[src/sv/varint_group_codec_unit_defines.svh]
// Assertion macros shared by the varint group codec RTL.
`ifndef VARINT_GROUP_CODEC_UNIT_DEFINES_SVH
`define VARINT_GROUP_CODEC_UNIT_DEFINES_SVH
`ifndef SYNTH
// Same-cycle implication, disabled during reset.
`define VGC_ASSERT_IMPL(lbl, clk, rstn, ante, cons) \
	lbl: assert property (@(posedge clk) disable iff (!rstn) (ante) |-> (cons)) \
		else $error("vgc assertion failed");
// Next-cycle implication, disabled during reset.
`define VGC_ASSERT_NEXT(lbl, clk, rstn, ante, cons) \
	lbl: assert property (@(posedge clk) disable iff (!rstn) (ante) |=> (cons)) \
		else $error("vgc assertion failed");
`else
`define VGC_ASSERT_IMPL(lbl, clk, rstn, ante, cons)
`define VGC_ASSERT_NEXT(lbl, clk, rstn, ante, cons)
`endif
`endif

[src/sv/vgc_pkg.sv]
// Types and constants shared by the varint group codec modules.
package vgc_pkg;

	localparam int unsigned VALUE_WIDTH_DEF = 64;

	localparam int unsigned S_TDATA_W  = 72;
	localparam int unsigned S_BYTE_LSB = 64;
	localparam int unsigned M_TDATA_W  = 80;

	localparam logic [2:0] GROUP_BITS_RST = 3'd7;
	localparam logic [2:0] GROUP_BITS_6   = 3'd6;

	typedef enum logic {
		MODE_ENCODE = 1'b0,
		MODE_DECODE = 1'b1
	} mode_t;

	typedef enum logic {
		KIND_BYTE  = 1'b0,
		KIND_VALUE = 1'b1
	} kind_t;

	typedef enum logic {
		SHIFT_LEFT  = 1'b0,
		SHIFT_RIGHT = 1'b1
	} shift_dir_t;

	// Control for the shared shifter.
	typedef struct packed {
		shift_dir_t  dir;
		logic [6:0]  amount;
	} shift_ctl_t;

endpackage

[src/sv/varint_group_codec_unit.sv]
// Unsigned varint (LEB128 style) codec with 7- or 6-bit groups, least significant group first.
//
// Encode (tuser 0): one value gives its run of bytes, one byte per cycle while the output
// accepts, the final one with tlast; the continuation flag sits at bit group_bits. The input
// is held off for the whole run of N bytes (N up to ceil(VALUE_WIDTH/g)), paced by the single
// shared shifter that strips one group per byte. Decode (tuser 1): one byte per cycle while
// the output accepts; a byte that still carries the flag produces nothing, a byte
// without it (or the byte that hits the group limit) produces one transaction holding the
// value and byte count, with too_long set when the limit was hit with the flag still up.
// Decode state survives an interleaved encode. The user must write group_bits only while the
// block is idle, via cfg_wr_en / cfg_wr_data (not enforced); any value other than 6 acts as 7.
module varint_group_codec_unit import vgc_pkg::*; #(
	parameter int unsigned VALUE_WIDTH = VALUE_WIDTH_DEF
) (
	input  logic                 clk,
	input  logic                 arst_n,
	input  logic                 cfg_wr_en,
	input  logic [2:0]           cfg_wr_data,   // group_bits
	input  logic                 s_axis_tvalid,
	output logic                 s_axis_tready,
	input  logic [S_TDATA_W-1:0] s_axis_tdata,  // value_in[63:0], byte_in[71:64]
	input  logic                 s_axis_tuser,  // mode
	output logic                 m_axis_tvalid,
	input  logic                 m_axis_tready,
	output logic [M_TDATA_W-1:0] m_axis_tdata,  // byte_out[7:0], value_out[71:8],
	                                            // byte_count[75:72], too_long[76], zero
	output logic                 m_axis_tuser,  // kind
	output logic                 m_axis_tlast   // last
);

	`include "varint_group_codec_unit_defines.svh"

	// byte limit per group size: ceil(VALUE_WIDTH / g)
	localparam logic [3:0] LIMIT6 = 4'((VALUE_WIDTH + 5) / 6);
	localparam logic [3:0] LIMIT7 = 4'((VALUE_WIDTH + 6) / 7);

	typedef enum logic {
		ST_IDLE,
		ST_ENC
	} state_t;

	state_t                 state_q;
	logic [2:0]             group_bits_q;
	logic [VALUE_WIDTH-1:0] enc_val_q;     // remaining encode value
	logic [VALUE_WIDTH-1:0] partial_q;     // decode accumulator
	logic [3:0]             groups_q;      // decode bytes gathered

	// output register
	logic                   m_valid_q;
	kind_t                  out_kind_q;
	logic [7:0]             out_byte_q;
	logic [63:0]            out_value_q;
	logic [3:0]             out_count_q;
	logic                   out_too_long_q;
	logic                   out_last_q;

	logic                   g6;
	logic [2:0]             grp;
	logic [7:0]             pay_mask;
	logic [7:0]             flag_bit;
	logic [3:0]             limit;

	shift_ctl_t             sh_ctl;
	logic [VALUE_WIDTH-1:0] sh_operand;
	logic [VALUE_WIDTH-1:0] sh_result;

	logic [7:0]             din_byte;
	logic                   dec_flag;
	logic [VALUE_WIDTH-1:0] dec_value;
	logic [3:0]             dec_n1;
	logic                   dec_done;

	logic [7:0]             enc_byte;
	logic                   enc_more;

	logic                   out_free;
	logic                   out_load;
	logic                   in_acc;

	assign g6       = (group_bits_q == GROUP_BITS_6);
	assign grp      = g6 ? 3'd6 : 3'd7;
	assign pay_mask = g6 ? 8'h3F : 8'h7F;
	assign flag_bit = g6 ? 8'h40 : 8'h80;
	assign limit    = g6 ? LIMIT6 : LIMIT7;

	assign din_byte = s_axis_tdata[S_BYTE_LSB +: 8];

	// One shifter, two users: encode strips a group per cycle while the output accepts, decode
	// places the incoming payload at offset groups*g (never both in the same cycle).
	always_comb begin
		if (state_q == ST_ENC) begin
			sh_ctl.dir    = SHIFT_RIGHT;
			sh_ctl.amount = {4'd0, grp};
			sh_operand    = enc_val_q;
		end else begin
			sh_ctl.dir    = SHIFT_LEFT;
			sh_ctl.amount = 7'({3'd0, groups_q} * {4'd0, grp});
			sh_operand    = VALUE_WIDTH'(din_byte & pay_mask);
		end
	end

	vgc_shifter #(
		.VALUE_WIDTH(VALUE_WIDTH)
	) u_shifter (
		.ctl     (sh_ctl),
		.operand (sh_operand),
		.result  (sh_result)
	);

	// decode step
	assign dec_flag  = |(din_byte & flag_bit);
	assign dec_value = partial_q | sh_result;
	assign dec_n1    = groups_q + 4'd1;
	assign dec_done  = !dec_flag || (dec_n1 >= limit);

	// encode step
	assign enc_more = |sh_result;
	assign enc_byte = (enc_val_q[7:0] & pay_mask) | (enc_more ? flag_bit : 8'h00);

	assign out_free      = !m_valid_q || m_axis_tready;
	assign s_axis_tready = (state_q == ST_IDLE) && out_free;
	assign in_acc        = s_axis_tvalid && s_axis_tready;
	// a new result enters the output register this cycle
	assign out_load      = (state_q == ST_ENC) ? out_free
	                       : (in_acc && s_axis_tuser == MODE_DECODE && dec_done);

	always_ff @(posedge clk or negedge arst_n) begin
		if (!arst_n) begin
			state_q        <= ST_IDLE;
			group_bits_q   <= GROUP_BITS_RST;
			enc_val_q      <= '0;
			partial_q      <= '0;
			groups_q       <= '0;
			m_valid_q      <= 1'b0;
			out_kind_q     <= KIND_BYTE;
			out_byte_q     <= '0;
			out_value_q    <= '0;
			out_count_q    <= '0;
			out_too_long_q <= 1'b0;
			out_last_q     <= 1'b0;
		end else begin
			if (cfg_wr_en) begin
				group_bits_q <= cfg_wr_data;
			end
			if (m_valid_q && m_axis_tready && !out_load) begin
				m_valid_q <= 1'b0;
			end
			case (state_q)
				ST_IDLE: begin
					if (in_acc) begin
						if (s_axis_tuser == MODE_ENCODE) begin
							enc_val_q <= s_axis_tdata[VALUE_WIDTH-1:0];
							state_q   <= ST_ENC;
						end else if (dec_done) begin
							m_valid_q      <= 1'b1;
							out_kind_q     <= KIND_VALUE;
							out_byte_q     <= '0;
							out_value_q    <= 64'(dec_value);
							out_count_q    <= dec_n1;
							out_too_long_q <= dec_flag;
							out_last_q     <= 1'b1;
							partial_q      <= '0;
							groups_q       <= '0;
						end else begin
							partial_q <= dec_value;
							groups_q  <= dec_n1;
						end
					end
				end
				ST_ENC: begin
					if (out_free) begin
						m_valid_q      <= 1'b1;
						out_kind_q     <= KIND_BYTE;
						out_byte_q     <= enc_byte;
						out_value_q    <= '0;
						out_count_q    <= '0;
						out_too_long_q <= 1'b0;
						out_last_q     <= !enc_more;
						enc_val_q      <= sh_result;
						if (!enc_more) begin
							state_q <= ST_IDLE;
						end
					end
				end
				default: begin
					state_q <= ST_IDLE;
				end
			endcase
		end
	end

	assign m_axis_tvalid = m_valid_q;
	assign m_axis_tuser  = out_kind_q;
	assign m_axis_tlast  = out_last_q;
	assign m_axis_tdata  = {3'b000, out_too_long_q, out_count_q, out_value_q, out_byte_q};

	// encode never disturbs a decode run in progress
	`VGC_ASSERT_NEXT(a_enc_keeps_dec, clk, arst_n, state_q == ST_ENC,
		$stable(partial_q) && $stable(groups_q))
	// gathered byte count stays below the largest limit
	`VGC_ASSERT_IMPL(a_groups_bound, clk, arst_n, 1'b1, groups_q < LIMIT6)
	// a decoded value is always the last of its run
	`VGC_ASSERT_IMPL(a_value_last, clk, arst_n,
		m_valid_q && out_kind_q == KIND_VALUE, out_last_q)
	// an overlong run reports exactly the limit
	`VGC_ASSERT_IMPL(a_too_long_count, clk, arst_n,
		m_valid_q && out_too_long_q, out_count_q == limit)
	// non-final encoded bytes carry the continuation flag
	`VGC_ASSERT_IMPL(a_enc_flag, clk, arst_n,
		m_valid_q && out_kind_q == KIND_BYTE && !out_last_q, |(out_byte_q & flag_bit))

endmodule

[src/sv/vgc_shifter.sv]
// Shared shifter: right by the group size for encode, left by the group offset for decode.
module vgc_shifter import vgc_pkg::*; #(
	parameter int unsigned VALUE_WIDTH = VALUE_WIDTH_DEF
) (
	input  shift_ctl_t             ctl,
	input  logic [VALUE_WIDTH-1:0] operand,
	output logic [VALUE_WIDTH-1:0] result
);

	// amounts at or above the width yield zero
	always_comb begin
		case (ctl.dir)
			SHIFT_RIGHT: result = operand >> ctl.amount;
			SHIFT_LEFT:  result = operand << ctl.amount;
			default:     result = operand;
		endcase
	end

endmodule
[config.mk]
export PLATFORM = sky130hd
export DESIGN_NAME = varint_group_codec_unit
export DESIGN_NICKNAME = d
export VERILOG_FILES = /design/src/sv/vgc_pkg.sv /design/src/sv/varint_group_codec_unit.sv /design/src/sv/vgc_shifter.sv
export VERILOG_INCLUDE_DIRS = /design/src /design/src/sv
export SDC_FILE = /design/constraint.sdc
export NUM_CORES = 1
export LEC_CHECK = 0
export ABC_CLOCK_PERIOD_IN_PS = 8200
export BUFFER_PORTS_ARGS = -buffer_cell sky130_fd_sc_hd__buf_2
export CAP_MARGIN = 20
export CORE_MARGIN = 1
export CORE_UTILIZATION = 45
export CTS_CLUSTER_SIZE = 24
export DETAILED_ROUTE_END_ITERATION = 8
export PLACE_DENSITY = 0.65
export SYNTH_ARGS = -nofsm -noshare
export SYNTH_HDL_FRONTEND = slang
export SYNTH_SLANG_ARGS = --single-unit
[constraint.sdc]
create_clock -name clk -period 8.2 [get_ports clk]
set_input_delay 2.46 -clock clk [delete_from_list [all_inputs] [get_ports clk]]
set_output_delay 2.46 -clock clk [all_outputs]
set_load 0.005 [all_outputs]
==> impl_results.md <==
* Number of fill cells in the layout at 2440
* Placed wire-length estimate at 31660 um
* Total Die Area at 26820 sq um
* Final routed DRC violation total at 0
* Number of gates given a new drive strength after cts at 0
* First-pass GRT wire length at 64860 um
* Total number of vias at 11264
* Htree depth at 1
* Length of the first detailed-routing pass in iterations at 7
* Number of rows in the core area at 58
* Clk buf depth at 3
* Final Hold Vio Count at 0
* Placed standard-cell area at 12670 sq um
* Final-report max-slew violation count at 0
* Antenna violations before repair at 0
* Post-Route Skew at 0.01615 ns
* Yosys warning total at 0
* Sequential element share of the synthesized area at 45.93%
* Stage delay of the slowest cell on the critical path at 1.13 ns
* Clock latency at the later pin of the worst-skew pair at 0.54 ns
* CP max-delay cell: fa_1
* Hold-critical path depth at 2
* Max Clock Freq at 0.1621 GHz
* Cell area after technology mapping at 11780 sq um
* Flip-flop and latch count after synthesis at 216
* Kind of end point of the critical path: flip-flop
* Via count of the first global-routing pass at 10425
* CP Data Required Time at 8.57 ns
* Hold Path Class: reg -> reg
* Synth-to-Final Area Change at 14.34%
* # diodes at 0
* Reported max-cap violation count at 0
* Placeable core region at 25400 sq um
* Result of the run: finished, final reports clean
* Final core utilization at 53.01%
* CTS sink cnt at 216
* Cells traversed along the worst timing path: nand3b_2, buf_4, inv_2, buf_4, nor2_1, ha_1, ha_1, inv_1, fa_1, nor2_2, nand2_1, nor2_1, a221oi_1, o22ai_1, nor4_2, nand2_1, or4_4, nor2_1, o31ai_1
* Ys async rst share at 100.0%
* Grt total ovfl at 0
* EDFF count, synth at 0
* Crit path arrival time at 6.54 ns
* Number of buffers created by CTS at 24
* Gp weighted congestion at 1.013
* Crit Path Max Fanout at 66
* Wirelength, routed at 43620 um
* Overall global routing resource usage at 32.58%
* Antenna Nets Post-Route at 0
* Count of buffers inserted at the top-level ports at 161
* Unrepaired setup endpoints after global routing: false
* Top-area cell type share of the netlist area at 45.26%
* Maximum number of pins on one net before global-route repair at 126
* Post-Layout Inst Area at 13470 sq um
* Most frequent standard cell in the layout excluding fill and tap cells: a21oi_1
* PnR Total Power at 4.544 mW
* Post-synthesis average cell area at 8.317 sq um
* Total of endpoints with negative setup slack in the final report at 0
* Max VDD drop at 0.0002448 V
* Final #Nets at 1607
* Clock root buffer master: clkbuf_16
* Layout cells sized above 1 at 16.93%
* Top cells by area in the synthesized netlist: dfrtp_1, a21oi_1, nor2_1
* Post-CTS setup repair buffer count at 0
* Category of the most critical setup path: reg -> reg
* Transition at the pin with the smallest max-transition slack at 1.105 ns
* Post-layout min period at 6.169 ns
* Number of distinct library cell variants in the gate-level netlist after synthesis at 84
* Die Height at 163.8 um
* FF-to-FF path depth at 19
* Average detailed-routed wire length per instance at 23.45 um
* CTS tree: yes
* Top-level port count at 165
* Clock-pin transition on the worst setup and hold timing paths at 0.06 ns
* Top flip-flop cell by instance count after synthesis: dfrtp_1
* Mapped Cells at 1416
* Headroom to the max-slew limit at 25.16%
* Post-route setup TNS at 0 ns
* Kind of launch point of the worst setup path: flip-flop
* Standby leakage power at 6.468 nW
* Via density at 6.056
* Top library cells by usage in the layout, fill and taps aside: a21oi_1, dfrtp_1, nor2_1, nand2_1, buf_2
* Horizontal extent of the die at 163.8 um
* Share of the clock period used by the worst path at 75.23%
* Largest area contributor in the netlist: dfrtp_1
* Number of DRC violations after detailed-routing iteration 0 at 1290
* Total power divided by cell area at 337.4 nW/um^2
* Starting utilization of the core area at 46.36%
* Post-CTS Hold Fix Bufs at 0
* Critical path's most frequent cell: nor2_1
stage by stage:
stage               hold slack [ns]  cells  worst slack [ns]
floorplan                    0.4633   1418             2.455
global placement             0.4572   1817             2.271
detailed placement           0.4747   1817             2.200
CTS                          0.4881   1860             2.167
global route                 0.5081   1860             1.642
finish                       0.4799   1860             2.031
routing by layer:
layer | GRT usage, % | up-vias | wire [um]
met2 | 50.91 | 549 | 19980
met5 | 0 | - | 0
met4 | 14.44 | 0 | 1953
met1 | 44.87 | 5394 | 18460
met3 | 4.747 | 96 | 3217
li1 | - | 5225 | -
flip-flops by register name, summed over array words and instances (netlist names):
| name | flops |
|---|---|
| enc_val_q | 64 |
| group_bits_q | 3 |
| groups_q | 4 |
| m_axis_tlast | 1 |
| m_axis_tuser | 1 |
| m_axis_tvalid | 1 |
| out_byte_q | 8 |
| out_count_q | 4 |
| out_too_long_q | 1 |
| out_value_q | 64 |
| partial_q | 64 |
| state_q | 1 |
cell families (layout without fill, tap and decap cells):
family / Yosys count / after routing / synth area share [%]
muxes: 47 / 47 / 4.186
AOI/OAI and AO/OA: 453 / 453 / 22.46
adders and majority gates: 13 / 13 / 1.572
buffers and inverters: 118 / 230 / 4.356
other: 1 / 3 / 0.03184
DFF: 216 / 216 / 45.93
and+or+nand+nor: 562 / 562 / 20.86
xor gates and xnor gates: 6 / 6 / 0.6056
power by group:
group          internal, mW  switching (mW)  total [mW]
Sequential             1.26           0.217        1.48
Combinational         0.601            1.37        1.97
Clock                 0.636           0.453        1.09
Total                  2.50            2.04        4.54
layout make-up:
type	instances	area (sq um)	share of cell area [%]
Sequential cell	216	5410	40.18
Multi-Input combinational cell	1084	5882	43.68
Timing Repair Buffer	173	905.9	6.727
Inverter	14	55.05	0.4088
Clock buffer	36	715.7	5.315
Clock inverter	7	83.83	0.6226
Tap cell	330	412.9	3.066
synth_stat cells, types with 3 or more instances:
cell type and count:
a21oi_1 215, dfrtp_1 213, nor2_1 200, nand2_1 197
o21ai_0 97, nor3_1 73, clkbuf_1 67, mux2i_1 35
o22ai_1 29, nand3_1 28, a31oi_1 16, buf_2 14
buf_1 13, inv_1 12, a21o_1 11, nor4_1 11
ha_1 10, mux2_2 9, a21boi_0 8, a22oi_1 8
nor2b_1 8, a211oi_1 7, a22o_1 7, buf_4 6
o21ai_1 6, a31o_2 5, and3_1 5, nand2b_1 5
nand4_1 5, buf_6 4, o2bb2ai_1 4, o31ai_1 4
or2_2 4, xor2_1 4, a221oi_1 3, a311oi_1 3
dfstp_2 3, fa_1 3, or4_1 3
final timing paths:
check | from | to | slack, ns
worst max-delay path | group_bits_q[0]$_DFFE_PN1P_ | out_byte_q[7]$_DFFE_PN0P_ | 2.03
worst min-delay path | m_axis_tuser$_DFFE_PN0P_ | m_axis_tuser$_DFFE_PN0P_ | 0.48
worst max register to register | group_bits_q[0]$_DFFE_PN1P_ | out_byte_q[7]$_DFFE_PN0P_ | 2.03
worst min register to register | m_axis_tuser$_DFFE_PN0P_ | m_axis_tuser$_DFFE_PN0P_ | 0.48
max in group asynchronous | arst_n | state_q$_DFF_PN0_ | 4.68
min in group asynchronous | arst_n | out_byte_q[0]$_DFFE_PN0P_ | 2.00
worst max-delay path: cells and delay by family (launching register included):
kind            cells  cell delay, ns
simple gates        9            2.11
flops               1            0.54
fa+ha+maj           3            1.51
compound gates      3            0.89
buf+inv             4            0.95
(Power assumes the default switching activity.)
